`src/rtl/core/fbfl_pkg.sv`:
```
`default_nettype none

package fbfl_pkg;

	localparam int OFFSET_W    = 23;
	localparam int STATUS_W    = 3;
	localparam int NUM_ITEMS_W = 11;
	localparam int ITEM_SIZE_W = 13;
	localparam int CFG_IDX_W   = 2;
	localparam int CFG_DATA_W  = 13;

	localparam logic [CFG_IDX_W-1:0] CFG_NUM_ITEMS = 2'd0;
	localparam logic [CFG_IDX_W-1:0] CFG_ITEM_SIZE = 2'd1;

	localparam logic [NUM_ITEMS_W-1:0] NUM_ITEMS_RST = 11'd1024;
	localparam logic [ITEM_SIZE_W-1:0] ITEM_SIZE_RST = 13'd64;

	typedef enum logic [STATUS_W-1:0] {
		STAT_ALLOC = 3'd0,
		STAT_EMPTY = 3'd1,
		STAT_FREED = 3'd2,
		STAT_RANGE = 3'd3,
		STAT_ALIGN = 3'd4
	} status_t;

	typedef enum logic [1:0] {
		KIND_ALLOC = 2'd0,
		KIND_RANGE = 2'd1,
		KIND_FREE  = 2'd2
	} kind_t;

	typedef struct packed {
		logic                func;
		logic [OFFSET_W-1:0] offset;
	} req_t;

	typedef struct packed {
		status_t             status;
		logic [OFFSET_W-1:0] alloc_offset;
	} rsp_t;

	typedef struct packed {
		kind_t               kind;
		logic [OFFSET_W-1:0] rel_off;
	} q_entry_t;

endpackage

`default_nettype wire

```
`src/rtl/core/fbfl_front.sv`:
```
`default_nettype none

module fbfl_front import fbfl_pkg::*; #(
	parameter int NUM_SLOTS      = 1024,
	parameter int MAX_ITEM_BYTES = 4096,
	parameter int HEADER_BYTES   = 8
) (
	input  wire logic         req_valid,
	output logic              req_stall,
	input  wire req_t         req,
	input  wire logic [$clog2(NUM_SLOTS+1)+$clog2(MAX_ITEM_BYTES+HEADER_BYTES+1)-1:0] total,
	input  wire logic         sweeping,
	input  wire logic         q_full,
	output logic              q_push,
	output q_entry_t          q_entry
);

	localparam int IDX_W = $clog2(NUM_SLOTS + 1);
	localparam int SW    = $clog2(MAX_ITEM_BYTES + HEADER_BYTES + 1);
	localparam int TW    = IDX_W + SW;
	localparam int CW    = (TW > OFFSET_W) ? TW : OFFSET_W;

	logic [CW-1:0] off_ext;
	logic [CW-1:0] total_ext;
	logic          range_bad;

	assign off_ext   = CW'(req.offset);
	assign total_ext = CW'(total);
	assign range_bad = (req.offset < OFFSET_W'(HEADER_BYTES)) || (off_ext >= total_ext);

	assign req_stall = q_full || sweeping;
	assign q_push    = req_valid && !req_stall;

	always_comb begin
		q_entry.rel_off = req.offset - OFFSET_W'(HEADER_BYTES);
		if (!req.func) begin
			q_entry.kind = KIND_ALLOC;
		end else if (range_bad) begin
			q_entry.kind = KIND_RANGE;
		end else begin
			q_entry.kind = KIND_FREE;
		end
	end

endmodule

`default_nettype wire

```
`config.mk`:
```
export PLATFORM = sky130hd
export DESIGN_NAME = fbfl_front
export DESIGN_NICKNAME = d
export VERILOG_FILES = /design/src/rtl/core/fbfl_pkg.sv /design/src/rtl/core/fbfl_front.sv
export SDC_FILE = /design/constraint.sdc
export NUM_CORES = 1
export LEC_CHECK = 0
export ABC_AREA = 1
export BUFFER_PORTS_ARGS = -buffer_cell sky130_fd_sc_hd__buf_2
export CORE_ASPECT_RATIO = 1.75
export CORE_MARGIN = 2
export CORE_UTILIZATION = 49
export DETAILED_ROUTE_END_ITERATION = 8
export GPL_TIMING_DRIVEN = 0
export PLACE_DENSITY = 0.91
export RECOVER_POWER = 50
export SLEW_MARGIN = 20
export SYNTH_ARGS = -nofsm -noshare
export SYNTH_HDL_FRONTEND = slang
export SYNTH_SLANG_ARGS = --single-unit
```
`constraint.sdc`:
```
create_clock -name vclk -period 3.3
set_input_delay 0.495 -clock vclk [all_inputs]
set_output_delay 0.495 -clock vclk [all_outputs]
set_load 0.02 [all_outputs]
```
# == Yosys cells after proc, flatten, opt, wreduce, memory -nomap -nowiden ==
# Cells that the tools add are included.
# W data, S select, Z words.
# totals
register_bits,0
input_bits,51
output_inout_bits,27
word_cells,9
# classes
add_sub_neg,1
order_cmp,2
muxes,2
n_reduce_logical,4
# ops
cell,n
$ge A23 B24 Y1,1
$lt A23 B4 Y1 const B,1
$sub A23 B4 Y23 const B,1
$mux W2,2
$logic_or A1 B1 Y1,2
$logic_and A1 B1 Y1,1
$logic_not A1 Y1,1

# == Longest topological paths before layout ==
# logic_depth
word_depth,4
depth_mapped,12
depth_no_buf,12

# == Least setup slack after synthesis ==
# No wires, ideal clock.
# synth_timing
path_kind,input-to-output
start,input port req[3] (netlist name)
end,output port q_entry[21] (netlist name)
t_arrival_ns,1.911
required_time_ns,2.805
setup_slack_ns,0.894
cell_stages,8
n_path_buf,0
path_cell_list,inv_1 > ha_1 > nand3_2 > nor2_4 > and2_4 > nand2_4 > nor2_2 > xor2_1
# synth_rtl
item,line_no,rtl
"start, declared",fbfl_front.sv:10,"input wire req_t req,"
"end, declared",fbfl_front.sv:15,output q_entry_t q_entry

==> impl_metrics.py <==
metrics = {
    "detailed_routing": {
        "drt_iter0_drc": 11,
        "antenna_left": 0,
        "detail_route.first_pass.iterations": 4,
        "drc_errors": 0,
        "drt-total-wl_um": 2890,
        "vias_per_cell": 4.66,
        "vias": 1463,
        "wl_per_cell_um": 9.19,
    },
    "power": {
        "peakVddDrop_v": 0.0000542,
        "internal_power_uw": 76.0,
        "p_switching_uw": 110,
        "p_per_area_nw_per_um2": 116,
        "power.share.clock": 0,
        "combPwrFrac": 1.000,
        "power.leakage_nw": 1.06,
        "swShare": 0.592,
        "share_seq_of_total_power": 0,
    },
    "place": {
        "port_buffers": 78,
        "placed_cell_area_um2": 1620,
        "gp_congestion": 0.784,
        "hpwl_um": 2710,
        "place_ws_ps": 783,
    },
    "sta": {
        "grt_setup_unrepaired": "no",
        "finalHoldViolCount": 0,
        "whs_ps": 1310,
        "setup_violations": 0,
        "fmax_mhz": 397,
        "worst_slack_ps": 782,
        "finalSetupTns_ps": 0,
        "worst_pin_slew_ps": 275,
        "slew_viol_final": 0,
        "period_share": 0.763,
        "relSlewSlack": 0.816,
        "fin_crit_ps": 2520,
    },
    "cells_and_area": {
        "fin_nets": 366,
        "final_cell_mix": "buf_2, inv_1, nand2_1",
        "final_common_cell": "buf_2",
        "syn2layout_area_growth_pct": 33.8,
        "stdcell_area_um2": 1600,
        "insertedDiodeCount": 0,
        "drive_gt1_frac": 0.298,
        "ff_latch_area_um2": 0,
        "seq_cells": 0,
        "clock_buffers": 0,
    },
    "flow_run": {
        "maxCapViolations": 0,
    },
    "clock_tree": {
        "holdBufCountCts": 0,
        "cts_resized": 0,
        "cts_setup_buffers": 0,
    },
    "synthesis": {
        "synth_cells": 211,
        "yosys_warnings": 0,
        "synth_cell_type_count": 21,
        "syn-num-nets": 286,
        "syn-mean-instance-area_um2": 5.67,
        "synth.cell_area_um2": 1200,
        "synth-seq-area-share": 0,
    },
    "worst_hold_path": {
        "hp-class": "in2out",
    },
    "floorplan": {
        "die-area_um2": 2870,
        "rows": 23,
        "die_w_um": 41.4,
        "ios": 78,
        "start_util": 0.520,
        "core_area_um2": 2300,
        "die_h_um": 69.4,
    },
    "global_route": {
        "grt_pass1_wl_um": 4890,
        "use_met1": 0.174,
        "antenna_found_initial": 0,
        "top_usage_layer": "met2",
        "met3_usage": 0.0128,
        "met2_usage": 0.493,
        "grt_use_total": 0.222,
        "overflow": 0,
        "grt_pass1_vias": 1458,
        "grt_max_degree": 6,
    },
    "outcome": {
        "status": "completed",
    },
    "critical_path": {
        "crit_path_start_kind": "primary input",
        "critPathArrivalTime_ps": 2020,
        "cp.required_ps": 2800,
        "worst-path-max-fanout": 5,
        "cp-end-kind": "output pin",
        "crit_type": "in2out",
    },
}
-- layout make-up --
cell class                 instances  area, um^2
buffer                             3        22.5
fill                             240         702
inverter                          57         214
multi-input combinational        151         957
tap                               25        31.3
timing repair buffer              78         375
-- stage by stage --
stage	utilization	total power [mW]	instances
floorplan	-	0.117	211
global placement	0.703	0.185	314
detailed placement	0.703	0.191	314
CTS	0.703	0.192	314
global route	0.695	0.217	314
finish	0.695	0.186	314
-- metal layers --
metal	share of wire	routed length [um]
met5	0	0
met4	0.0073	21
met3	0.059	170
met2	0.59	1710
met1	0.34	985
-- power groups by stage --
| stage | Clock (mW) | Sequential (mW) | Combinational (mW) |
|---|---|---|---|
| CTS | 0 | 0 | 0.192 |
| floorplan | 0 | 0 | 0.117 |
| global placement | 0 | 0 | 0.185 |
| finish | 0 | 0 | 0.186 |
| global route | 0 | 0 | 0.217 |
| detailed placement | 0 | 0 | 0.191 |
-- Yosys cell counts (2+ instances only) --
cell     instances  area [um^2]
a21oi_1          8         40.0
buf_4            3         22.5
ha_1            24          300
inv_1           53          199
inv_2            4         15.0
nand2_1         50          188
nand2_2          2         12.5
nand3_1          7         35.0
nand3_2          2         20.0
nand4_1          4         25.0
nor2_1          21         78.8
nor2_2           6         37.5
nor3_1           3         15.0
xnor2_1          2         17.5
xor2_1          16          140
-- worst paths after layout --
path | startpoint | end | slack (ps) | cells past startpoint
max | req[3] | q_entry[21] | 780 | 10
min | req[21] | q_entry[21] | 1310 | 3
-- worst max-delay path, cell delays in order --
cell     delay [ps]
buf_2           130
inv_1           170
ha_1            260
nand3_2         130
nor2_4          160
and2_4          190
nand2_4          50
nor2_2          110
xor2_1          140
buf_2           170
-- cells by family after synthesis --
logic type	synth area share
AOI/OAI and AO/OA	0.0335
xor gates and xnor gates	0.132
adders and majority gates	0.251
buffers and inverters	0.198
and+or+nand+nor	0.386
No activity file was read; power rests on OpenSTA's default activity.
