$ cat src/rtl/core/fbfl_pkg.sv
`default_nettype none

package fbfl_pkg;

	localparam int OFFSET_W    = 23;
	localparam int STATUS_W    = 3;
	localparam int NUM_ITEMS_W = 11;
	localparam int ITEM_SIZE_W = 13;
	localparam int CFG_IDX_W   = 2;
	localparam int CFG_DATA_W  = 13;

	localparam logic [CFG_IDX_W-1:0] CFG_NUM_ITEMS = 2'd0;
	localparam logic [CFG_IDX_W-1:0] CFG_ITEM_SIZE = 2'd1;

	localparam logic [NUM_ITEMS_W-1:0] NUM_ITEMS_RST = 11'd1024;
	localparam logic [ITEM_SIZE_W-1:0] ITEM_SIZE_RST = 13'd64;

	typedef enum logic [STATUS_W-1:0] {
		STAT_ALLOC = 3'd0,
		STAT_EMPTY = 3'd1,
		STAT_FREED = 3'd2,
		STAT_RANGE = 3'd3,
		STAT_ALIGN = 3'd4
	} status_t;

	typedef enum logic [1:0] {
		KIND_ALLOC = 2'd0,
		KIND_RANGE = 2'd1,
		KIND_FREE  = 2'd2
	} kind_t;

	typedef struct packed {
		logic                func;
		logic [OFFSET_W-1:0] offset;
	} req_t;

	typedef struct packed {
		status_t             status;
		logic [OFFSET_W-1:0] alloc_offset;
	} rsp_t;

	typedef struct packed {
		kind_t               kind;
		logic [OFFSET_W-1:0] rel_off;
	} q_entry_t;

endpackage

`default_nettype wire

$ cat src/rtl/core/fbfl_fifo.sv
`default_nettype none

module fbfl_fifo import fbfl_pkg::*; (
	input  wire logic     clk,
	input  wire logic     arst_n,
	input  wire logic     push,
	input  wire q_entry_t push_data,
	output logic          full,
	input  wire logic     pop,
	output q_entry_t      pop_data,
	output logic          empty
);

	q_entry_t   slot_q [2];
	logic       wptr_q;
	logic       rptr_q;
	logic [1:0] cnt_q;

	assign full     = (cnt_q == 2'd2);
	assign empty    = (cnt_q == 2'd0);
	assign pop_data = slot_q[rptr_q];

	always_ff @(posedge clk or negedge arst_n) begin
		if (!arst_n) begin
			wptr_q <= 1'b0;
			rptr_q <= 1'b0;
			cnt_q  <= 2'd0;
		end else begin
			if (push) begin
				wptr_q <= !wptr_q;
			end
			if (pop) begin
				rptr_q <= !rptr_q;
			end
			case ({push, pop})
				2'b10:   cnt_q <= cnt_q + 2'd1;
				2'b01:   cnt_q <= cnt_q - 2'd1;
				default: cnt_q <= cnt_q;
			endcase
		end
	end

	always_ff @(posedge clk) begin
		if (push) begin
			slot_q[wptr_q] <= push_data;
		end
	end

endmodule

`default_nettype wire

$ cat config.mk
export PLATFORM = sky130hd
export DESIGN_NAME = fbfl_fifo
export DESIGN_NICKNAME = d
export VERILOG_FILES = /design/src/rtl/core/fbfl_pkg.sv /design/src/rtl/core/fbfl_fifo.sv
export SDC_FILE = /design/constraint.sdc
export NUM_CORES = 1
export LEC_CHECK = 0
export ABC_CLOCK_PERIOD_IN_PS = 5700
export CAP_MARGIN = 30
export CORE_UTILIZATION = 40
export CTS_CLUSTER_SIZE = 20
export DETAILED_ROUTE_END_ITERATION = 12
export DONT_BUFFER_PORTS = 1
export PLACE_DENSITY = 0.51
export SLEW_MARGIN = 20
export SYNTH_ARGS = -nofsm -noshare
export SYNTH_HDL_FRONTEND = slang
export SYNTH_SLANG_ARGS = --single-unit
$ cat constraint.sdc
create_clock -name clk -period 5.7 [get_ports clk]
set_input_delay 0.285 -clock clk [delete_from_list [all_inputs] [get_ports clk]]
set_output_delay 0.285 -clock clk [all_outputs]
set_load 0.02 [all_outputs]
# After elaboration in Yosys (flattened, before gate mapping)
# Memories as Yosys holds them, arrays and structs flattened.
# Index checks and enable logic that the tools add are counted.
# totals
memories,1
reg_bits,4
inputBits,29
output_inout_bits,27
ram_bits,50
word_cells,16
# op_classes
n_eq_ne,3
mux,3
n_addsub,2
reduce_logical,4
# memory_table
name,depth,width,read_ports,rd_ports_with_merged_regs,write_ports,line_no,source
slot_q,2,25,1,0,1,fbfl_fifo.sv:14,q_entry_t slot_q [2];
# op_table
op,n
$eq 2x2->1 const B,2
$pmux 2 s2,1
$add 2x1->2 const B,1
$eq 2x1->1 const B,1
$logic_not 1->1,2
$logic_not 2->1,1
$mux 1,2
$reduce_bool 2->1,1
$sub 2x1->2 const B,1

# Depth between registers and ports, before layout
# Gate-level depths: netlist of the first run.
# depth
word_depth,2
depth_mapped,5
ltp_nobuf,5

# Worst setup path before layout of the first run
# Ideal clock, no wire load.
# synth_path
path_type,flip-flop to flip-flop
start,register wptr_q
end,"memory slot_q[0][0] in the netlist's numbering, enable pin"
synth_period_minus_slack_ps,1877
setup_slack_ps,3823
stages_incl_launch_ff,2
setup_time_ps,407
t_arrival_ps,1470
path_cell_list,dfrtp_1 nor2_1
# synth_lines
element,line_no,source
"start, declared",fbfl_fifo.sv:15,logic wptr_q;
"start signal, assigned",fbfl_fifo.sv:30,wptr_q <= !wptr_q;
"end, declared",fbfl_fifo.sv:14,
# No word-level cell before the write port.

==> results of run 1 <==
-- critical path: cells and delay by family (launching register included) --
kind | cells | cell delay [ns]
buffers and inverters | 1 | 0.39
muxes | 1 | 0.43
DFF | 1 | 0.73
-- synth_stat cells (all sizes together) --
library cell,count
and2,1
buf,3
dfrtp,4
edfxtp,50
ha,1
inv,1
mux2,25
nor2,3
nor2b,1
xnor2,2
xor2,3
-- metrics by stage --
| stage | hold WS, ns | std cells | utilization, % | setup WS [ns] |
|---|---|---|---|---|
| final | 0.0695 | 170 | 46.4 | 3.56 |
| after global routing | 0.0532 | 170 | 46.4 | 3.45 |
| after CTS | 0.0578 | 170 | 46.4 | 3.52 |
| after detailed placement | -0.0105 | 161 | 44.0 | 3.85 |
| after global placement | -0.0105 | 161 | 44.0 | 3.89 |
| after floorplan | -0.0106 | 94 | - | 3.82 |
-- per-layer routing --
metal / part of all wire (%) / track usage, % / up-vias
li1: - / - / 369
met2: 55 / 22.3 / 34
met3: 9.1 / 6.10 / 5
met1: 34 / 11.9 / 399
met5: 0 / 0 / -
met4: 2.0 / 5.66 / 0
-- power breakdown --
part	internal, uW	switching [uW]	leakage (uW)	total, uW
Sequential	529	46.6	0.000516	575
Clock	131	112	0.0000524	243
Combinational	147	211	0.000240	358
-- registers in the layout, indices dropped and copies added, names as in the netlist --
name / cells
slot_q: 50
wptr_q: 1
cnt_q: 2
rptr_q: 1
-- logic make-up (layout without fill, tap and decap cells) --
kind of cell,after synthesis,in the layout
DFF,54,54
muxes,25,25
xor gates and xnor gates,5,5
and+or+nand+nor,5,5
buffers and inverters,4,13
adders and majority gates,1,1
-- cell type report --
class,instances,share of cell area (%)
Clock buffer,7,3.37
Clock inverter,1,1.33
Inverter,1,0.166
Multi-Input combinational cell,36,19.2
Sequential cell,54,70.8
Tap cell,67,3.70
Timing Repair Buffer,4,1.44
-- worst max path at each step --
stage	start	endpoint	slack (ns)	cells after the start
4_1_cts	rptr_q	pop_data[22]	3.52	2
3_5_place_dp	rptr_q	pop_data[22]	3.85	2
5_1_grt	rptr_q	pop_data[0]	3.45	2
3_3_place_gp	rptr_q	pop_data[19]	3.89	2
6_report	rptr_q	pop_data[22]	3.56	2
2_1_floorplan	wptr_q	slot_q[0][0]	3.82	1
==> impl_metrics.env, run 1 <==
export IMPL_antenna_found_initial=0
export IMPL_regToRegEndpoint="slot_q[0][18]"
export IMPL_dpl_cell_area_um2=2150
export IMPL_netlist_instances=94
export IMPL_cts_setup_buffers=0
export IMPL_hold_depth=1
export IMPL_cts_tree="done"
export IMPL_ys_ff_latch=54
export IMPL_rsz0062_at_grt="no"
export IMPL_grt_max_degree=17
export IMPL_syn_area_per_cell_um2=22.2
export IMPL_synth_adder_area_share_pct=0.599
export IMPL_cap_violations=0
export IMPL_cp_start_kind="flop"
export IMPL_seq_area_um2=1600
export IMPL_clk_pin_slew_ns=0.08
export IMPL_tightest_slew_ns=0.810
export IMPL_cp_required_ns=5.41
export IMPL_drt_iter0_markers=53
export IMPL_fillers=450
export IMPL_cts_resized=0
export IMPL_grt_pass1_wl_um=4710
export IMPL_grt_overflow=0
export IMPL_fp_coreArea_um2=4880
export IMPL_place_port_buffers=0
export IMPL_rr_worst_depth=2
export IMPL_synth_top_area_share_pct=71.9
export IMPL_viasPerCell=4.75
export IMPL_syn_area_um2=2090
export IMPL_slew_limit_headroom_pct=45.9
export IMPL_syn_to_final_growth_pct=8.32
export IMPL_rows=25
export IMPL_ctsHtreeMaxLevel=2
export IMPL_detail_route_wirelength_um=3050
export IMPL_power_density_nw_per_um2=520
export IMPL_ir_drop_uv=210
export IMPL_hp_class="in -> reg"
export IMPL_max_freq_mhz=467
export IMPL_min_delay_worst_endpoint="rptr_q"
export IMPL_cp_end_kind="output port"
export IMPL_cp_arrival_ns=1.86
export IMPL_p_leak_uw=0.000808
export IMPL_multi_input_area_um2=435
export IMPL_root_buffer="clkbuf_8"
export IMPL_ios=56
export IMPL_synthXorXnorAreaFrac_pct=2.10
export IMPL_setup_viol=0
export IMPL_clockBufferDepth=2
export IMPL_yosys_warnings=0
export IMPL_n_antenna_cell=0
export IMPL_status="finished clean"
export IMPL_synthSimpleGateAreaFrac_pct=1.14
export IMPL_cpMaxStageDelayCell="dfrtp_1"
export IMPL_synth_compound_area_share_pct=0
export IMPL_initial_core_util_pct=42.8
export IMPL_yosys_top_cells_area="edfxtp_1, mux2_4, dfrtp_1"
export IMPL_synthMuxAreaShare_pct=16.9
export IMPL_drc_errors=0
export IMPL_path_max_fanout=16
export IMPL_hp_start="pop"
export IMPL_critPathMaxStageDelay_ns=0.73
export IMPL_syn_nets=124
export IMPL_dieHeight_um=74.3
export IMPL_clock_sinks=54
export IMPL_synth_cell_types=13
export IMPL_final_common_cell="edfxtp_1"
export IMPL_synth_top_family_by_area="multiplexers"
export IMPL_num_vias=807
export IMPL_final_cell_mix="edfxtp_1, mux2_4, mux2_2, clkbuf_8, dfrtp_1"
export IMPL_seq_area_frac_synth_pct=76.6
export IMPL_period_minus_slack_ns=2.14
export IMPL_grt_usage_pct=12.4
export IMPL_path_cells="buf_4, mux2_2"
export IMPL_design_area_um2=2260
export IMPL_die_area_um2=5520
export IMPL_worstSetupPathType="reg -> out"
export IMPL_floorplan_die_width_um=74.3
export IMPL_reg2reg_from="wptr_q"
export IMPL_yosysTopAreaCell="edfxtp_1"
export IMPL_clk_latency_ns=0.30
export IMPL_drive_above_1_share_pct=34.0
export IMPL_dr_pass1_iters=4
export IMPL_finClkSkew_ns=0.00407
export IMPL_cts_buffers=5
export IMPL_hpwl_um=2110
export IMPL_wl_per_cell_um=17.9
export IMPL_hold_viol=0
export IMPL_grt_pass1_vias=901
export IMPL_fin_nets=132
export IMPL_p_total_uw=1180
export IMPL_fin_setup_tns_ns=0
export IMPL_rrSetupSlack_ns=4.01
export IMPL_cts_hold_fix_buffers=1
export IMPL_gp_congestion=0.616
export IMPL_fin_crit_sh_pct=37.6
export IMPL_ant_nets=0
export IMPL_maxSlewViolCount=0
Power figures use the tool's default switching activity.
==> run 2: changes to the inputs <==
--- a/config.mk
+++ b/config.mk
@@ -5,7 +5,7 @@
 export SDC_FILE = /design/constraint.sdc
 export NUM_CORES = 1
 export LEC_CHECK = 0
-export ABC_CLOCK_PERIOD_IN_PS = 5700
+export ABC_CLOCK_PERIOD_IN_PS = 2100
 export CAP_MARGIN = 30
 export CORE_UTILIZATION = 40
 export CTS_CLUSTER_SIZE = 20
==> constraint.sdc (replaced) <==
create_clock -name clk -period 2.1 [get_ports clk]
set_input_delay 0.105 -clock clk [delete_from_list [all_inputs] [get_ports clk]]
set_output_delay 0.105 -clock clk [all_outputs]
set_load 0.02 [all_outputs]
==> run 2 against run 1 <==
  * Final cell count up 18%
  * Combinational power increased to 3.0 times the previous value
  * Sequential share of layout area shrank 7.9 points
  * Design area rose by 13%
  * Wire length down 0.33%
  * Clock skew barely moved
  * Setup slack worse by 3.1 ns
  * Register-to-register slack got worse by 3.1 ns
  * Sequential power rose to 2.7 times the previous value
  * Global-route usage decreased by 0.60 points
  * Die area stayed put
  * Clock-buffer cell count up 1
  * Critical path type unchanged
  * Critical endpoint is now pop_data[17]
==> impl_metrics.env, run 2 (synthesized netlist as in run 1, its figures left out) <==
export IMPL_status="finished clean"
export IMPL_hold_depth=2
export IMPL_clock_sinks=54
export IMPL_rr_worst_depth=2
export IMPL_ctsHtreeMaxLevel=2
export IMPL_period_minus_slack_ns=1.68
export IMPL_ir_drop_uv=622
export IMPL_crit_start="rptr_q"
export IMPL_clk_pin_slew_ns=0.08
export IMPL_reg2reg_from="rptr_q"
export IMPL_final_cell_mix="edfxtp_1, dlygate4sd3_1, mux2_4, buf_4"
export IMPL_finish_utilization_pct=52.2
export IMPL_placed_cells=165
export IMPL_hp_class="in -> reg"
export IMPL_hold_ws_ns=0.0437
export IMPL_clk_latency_ns=0.29
export IMPL_grt_overflow=0
export IMPL_hold_viol=0
export IMPL_initial_core_util_pct=42.8
export IMPL_seq_area_um2=1600
export IMPL_dr_pass1_iters=3
export IMPL_cpMaxStageDelayCell="dfrtp_1"
export IMPL_slew_limit_headroom_pct=72.3
export IMPL_detail_route_wirelength_um=3040
export IMPL_grt_pass1_wl_um=4570
export IMPL_die_area_um2=5520
export IMPL_power_density_nw_per_um2=1240
export IMPL_cap_violations=0
export IMPL_antenna_found_initial=0
export IMPL_dieHeight_um=74.3
export IMPL_hp_start="pop"
export IMPL_cp_required_ns=2.00
export IMPL_tightest_slew_ns=0.415
export IMPL_drc_errors=0
export IMPL_cp_end_kind="output port"
export IMPL_fp_coreArea_um2=4880
export IMPL_critPathMaxStageDelay_ns=0.60
export IMPL_wl_per_cell_um=15.1
export IMPL_cts_buffers=5
export IMPL_p_leak_uw=0.000934
export IMPL_multi_input_area_um2=435
export IMPL_min_delay_worst_endpoint="cnt_q[0]"
export IMPL_place_port_buffers=0
export IMPL_max_freq_mhz=594
export IMPL_top_register="slot_q"
export IMPL_maxSlewViolCount=0
export IMPL_drt_iter0_markers=15
export IMPL_hpwl_um=2090
export IMPL_instances_no_fill=201
export IMPL_fillers=420
export IMPL_clockBufferDepth=2
export IMPL_rsz0062_at_grt="no"
export IMPL_rows=25
export IMPL_fin_crit_sh_pct=80.2
export IMPL_path_cells="buf_4, mux2_4"
export IMPL_rrSetupSlack_ns=0.96
export IMPL_cts_setup_buffers=0
export IMPL_viasPerCell=4.54
export IMPL_num_vias=912
export IMPL_floorplan_die_width_um=74.3
export IMPL_gp_congestion=0.595
export IMPL_fin_nets=163
export IMPL_grt_usage_pct=11.8
export IMPL_worstSetupPathType="reg -> out"
export IMPL_ant_nets=0
export IMPL_crit_buf_inv=1
export IMPL_finClkSkew_ns=0.00406
export IMPL_n_antenna_cell=0
export IMPL_setup_viol=0
export IMPL_cp_arrival_ns=1.58
export IMPL_p_total_uw=3160
export IMPL_root_buffer="clkbuf_8"
export IMPL_cts_tree="done"
export IMPL_syn_to_final_growth_pct=21.9
export IMPL_largest_reg_flops=50
export IMPL_cp_top_family="flip-flops"
export IMPL_grt_max_degree=16
export IMPL_fin_setup_tns_ns=0
export IMPL_cp_start_kind="flop"
export IMPL_reg_top3="slot_q: 50 flops, cnt_q: 2 flops"
export IMPL_final_common_cell="edfxtp_1"
export IMPL_path_max_fanout=10
export IMPL_regToRegEndpoint="rptr_q"
export IMPL_ios=56
export IMPL_grt_pass1_vias=966
export IMPL_drive_above_1_share_pct=29.1
run 2: cell count changes in the layout (fill, tap and decap cells not counted):
| cell | delta |
|---|---|
| buf_4 | +4 |
| bufinv_16 | -1 |
| clkbuf_8 | +1 |
| dlygate4sd3_1 | +27 |
run 2: timing repair:
action / in CTS / in global routing
gates resized for setup: 0 / 0
endpoints found under the setup margin: 0 / 0
hold endpoints to repair: 56 / 0
hold buffers: 28 / 0
run 2: power breakdown:
group	internal (uW)	total [uW]	switching (uW)
Combinational	463	1070	608
Sequential	1430	1540	107
Clock	269	552	283
Total	2170	3160	998
run 2: area by class of cell:
type	instances	area share [%]
Sequential cell	54	62.9
Multi-Input combinational cell	36	17.1
Timing Repair Buffer	35	13.1
Clock buffer	8	3.54
Tap cell	67	3.29
Inverter	1	0.147
run 2: how the worst max path moves through the flow:
| stage | endpoint | slack [ns] | cells past startpoint |
|---|---|---|---|
| 3_3_place_gp | pop_data[14] | 0.72 | 2 |
| 3_5_place_dp | pop_data[17] | 0.69 | 2 |
| 4_1_cts | pop_data[17] | 0.36 | 2 |
| 2_1_floorplan | slot_q[0][0] | 0.22 | 1 |
| 6_report | pop_data[17] | 0.42 | 2 |
| 5_1_grt | pop_data[11] | 0.29 | 2 |
run 2: stage by stage:
step,setup slack [ns],instance area [um^2]
4_1_cts,0.361,2550
5_1_grt,0.287,2550
3_5_place_dp,0.693,2180
3_3_place_gp,0.720,2180
2_1_floorplan,0.223,2090
6_report,0.416,2550
run 2: per-layer routing:
layer	part of all wire [%]	global-route usage [%]	vias up
met3	5.9	5.15	5
met1	39	12.2	444
met5	0	0	-
li1	-	-	434
met2	53	20.9	29
met4	1.7	5.03	0
==> run 3: changes to the inputs <==
--- a/config.mk
+++ b/config.mk
@@ -5,13 +5,14 @@
 export SDC_FILE = /design/constraint.sdc
 export NUM_CORES = 1
 export LEC_CHECK = 0
-export ABC_CLOCK_PERIOD_IN_PS = 2100
+export ABC_AREA = 1
+export ABC_CLOCK_PERIOD_IN_PS = 1400
 export CAP_MARGIN = 30
 export CORE_UTILIZATION = 40
 export CTS_CLUSTER_SIZE = 20
 export DETAILED_ROUTE_END_ITERATION = 12
 export DONT_BUFFER_PORTS = 1
-export PLACE_DENSITY = 0.51
+export PLACE_DENSITY = 0.53
 export SLEW_MARGIN = 20
 export SYNTH_ARGS = -nofsm -noshare
 export SYNTH_HDL_FRONTEND = slang
==> constraint.sdc (replaced) <==
create_clock -name clk -period 1.4 [get_ports clk]
set_input_delay 0.07 -clock clk [delete_from_list [all_inputs] [get_ports clk]]
set_output_delay 0.07 -clock clk [all_outputs]
set_load 0.02 [all_outputs]
==> run 3 against run 2 <==
  * Setup slack got worse by 0.30 ns
  * Non-clock buffer count fell by 3
  * Register-to-register slack got worse by 0.64 ns
  * Highest routed layer unchanged
==> impl_metrics.env, run 3 <==
export IMPL_status="finished clean"
export IMPL_crit_end="pop_data[15]"
export IMPL_regToRegEndpoint="slot_q[1][2]"
export IMPL_place_port_buffers=0
export IMPL_setup_viol=0
export IMPL_yosysTopAreaCell="edfxtp_1"
export IMPL_power_density_nw_per_um2=1870
export IMPL_cts_tree="done"
export IMPL_reg_top3="slot_q: 50 flops, cnt_q: 2 flops"
export IMPL_maxSlewViolCount=0
export IMPL_yosys_top_cells_area="edfxtp_1, o21ai_2, inv_1"
export IMPL_p_sw_share_pct=38.7
export IMPL_max_freq_mhz=780
export IMPL_rrSetupSlack_ns=0.32
export IMPL_comb_power_share_pct=37.7
export IMPL_gp_congestion=0.671
export IMPL_path_max_fanout=22
export IMPL_drc_errors=0
export IMPL_netlist_instances=155
export IMPL_fp_coreArea_um2=5200
export IMPL_n_antenna_cell=0
export IMPL_critPathMaxStageDelay_ns=0.44
export IMPL_ir_drop_uv=958
export IMPL_ctsHtreeMaxLevel=2
export IMPL_grt_use_met3_pct=5.39
export IMPL_seqPwrFrac_pct=46.2
export IMPL_cp_required_ns=1.33
export IMPL_antenna_found_initial=0
export IMPL_clock_sinks=54
export IMPL_final_cell_mix="edfxtp_1, inv_1, nand2_1, dlygate4sd3_1, o21ai_2"
export IMPL_ant_nets=0
export IMPL_synth_most_common_cell="edfxtp_1"
export IMPL_synth_common_cells="edfxtp_1, inv_1, nand2_1, o21ai_2, dfrtp_1"
export IMPL_ios=56
export IMPL_cts_buffers=5
export IMPL_clk_latency_ns=0.29
export IMPL_clockBufferDepth=2
export IMPL_rr_worst_depth=3
export IMPL_grt_pass1_vias=1209
export IMPL_cp_arrival_ns=1.21
export IMPL_fin_crit_sh_pct=91.6
export IMPL_final_common_cell="edfxtp_1"
export IMPL_p_sw_uw=1910
export IMPL_reg2reg_from="wptr_q"
export IMPL_wl_per_cell_um=12.6
export IMPL_fin_setup_tns_ns=0
export IMPL_clkPwrFrac_pct=16.1
export IMPL_num_vias=1196
export IMPL_grt_pass1_wl_um=5500
export IMPL_ys_ff_latch=54
export IMPL_viasPerCell=4.62
export IMPL_synth_cell_types=13
export IMPL_cp_top_family="flip-flops"
export IMPL_finClkSkew_ns=0.00553
export IMPL_dr_pass1_iters=4
export IMPL_cpMaxStageDelayCell="dfrtp_2"
export IMPL_grt_usage_pct=12.3
export IMPL_clk_pin_slew_ns=0.09
export IMPL_root_buffer="clkbuf_8"
export IMPL_period_minus_slack_ns=1.28
export IMPL_cap_violations=0
export IMPL_slew_limit_headroom_pct=73.7
export IMPL_fin_nets=218
export IMPL_tightest_slew_ns=0.392
export IMPL_die_area_um2=5810
export IMPL_dpl_cell_area_um2=2270
export IMPL_worstSetupPathType="reg -> out"
export IMPL_design_area_um2=2640
export IMPL_floorplan_die_width_um=76.2
export IMPL_largest_reg_flops=50
export IMPL_p_leak_uw=0.00104
export IMPL_intPower_uw=3030
export IMPL_top_register="slot_q"
export IMPL_crit_start="rptr_q"
export IMPL_synthArstFlopShare_pct=7.41
export IMPL_grt_overflow=0
export IMPL_synth_edf_count=50
export IMPL_drt_iter0_markers=44
export IMPL_dieHeight_um=76.2
export IMPL_hp_class="in -> async"
export IMPL_cp_end_kind="output port"
export IMPL_synth_top_area_share_pct=68.1
export IMPL_hpwl_um=2220
export IMPL_syn_nets=185
export IMPL_use_met1_pct=12.9
export IMPL_syn_to_final_growth_pct=19.8
export IMPL_yosys_warnings=0
export IMPL_use_met2_pct=21.4
export IMPL_rows=26
export IMPL_path_cells="buf_6, o21ai_2"
export IMPL_syn_area_per_cell_um2=14.2
export IMPL_crit_buf_inv=1
export IMPL_detail_route_wirelength_um=3280
export IMPL_grt_max_degree=30
export IMPL_initial_core_util_pct=42.4
export IMPL_synth_main_ff_cell="edfxtp_1"
export IMPL_grt_busiest_layer="met2"
export IMPL_syn_area_um2=2200
export IMPL_worst_path_stages=2
export IMPL_hold_viol=0
export IMPL_rsz0062_at_grt="no"
export IMPL_drive_above_1_share_pct=19.6
export IMPL_seq_area_frac_synth_pct=72.6
export IMPL_cp_start_kind="flop"
run 3: changes by cell type after synthesis, moves of 2 or more:
| cell | previous run | this run |
|---|---|---|
| nand2_1 | 0 | 30 |
| mux2_4 | 19 | 0 |
| o21ai_2 | 0 | 25 |
| mux2_2 | 6 | 0 |
| buf_6 | 1 | 3 |
| inv_1 | 1 | 31 |
run 3: logic make-up (layout without fill, tap and decap cells):
group                      count (synthesis)  in the layout  synth area share [%]
adders and majority gates                  1              1                 0.567
xor gates and xnor gates                   3              3                  1.19
DFF                                       54             54                  72.6
and+or+nand+nor                           35             35                  6.13
buffers and inverters                     37             71                  9.53
AOI/OAI and AO/OA                         25             25                  9.93
run 3: layer usage:
metal	share of wire, %	vias up	wire (um)
met4	1.2	0	39
met3	8.3	4	271
met1	41	570	1340
met5	0	-	0
met2	49	43	1620
li1	-	579	-
run 3: layout make-up:
type,count,area [um^2]
repair buffers,32,352
multi-input cells,64,400
clock inverters,2,8.76
inverters,31,116
fillers,480,2560
flip-flops and latches,54,1600
clock buffers,6,72.6
well taps,70,87.6
run 3: power groups by stage:
stage,Sequential (uW),Combinational (uW),Clock (uW)
3_5_place_dp,2320,1800,0
5_1_grt,2320,2010,882
2_1_floorplan,2280,1730,0
6_report,2280,1860,793
4_1_cts,2280,1880,827
3_3_place_gp,2300,1780,0
run 3: how the worst min path moves through the flow:
| stage | startpoint | to | slack [ns] | cells after the start |
|---|---|---|---|---|
| after floorplan | arst_n | cnt_q[0] | -0.23 | 0 |
| after global placement | arst_n | wptr_q | -0.23 | 0 |
| after detailed placement | arst_n | wptr_q | -0.23 | 0 |
| after CTS | arst_n | wptr_q | 0.04 | 1 |
| after global routing | arst_n | wptr_q | 0.04 | 1 |
| final | arst_n | cnt_q[1] | 0.04 | 1 |
run 3: stage by stage:
stage                     utilization (%)  instances  setup slack (ns)  hold WS (ns)  power [uW]
after floorplan                         -        155            0.0582        -0.226        4010
after global placement               43.7        223             0.340        -0.225        4080
after detailed placement             43.7        223             0.322        -0.226        4120
after CTS                            50.6        259            0.0599        0.0429        4990
after global routing                 50.7        259            0.0746        0.0380        5210
final                                50.7        259             0.118        0.0450        4940
run 3: what timing repair did:
| action | CTS | global route |
|---|---|---|
| hold buffers | 28 | 0 |
| setup buffers | 0 | 0 |
| endpoints found under the hold margin | 57 | 0 |
| gates resized for setup | 0 | 1 |
| setup endpoints to repair | 0 | 1 |
run 3: worst register-to-register path: cells and delay by family, from the launching register on:
kind / cells / cell delay [ns]
flops: 1 / 0.43
buf+inv: 2 / 0.29
simple gates: 1 / 0.07
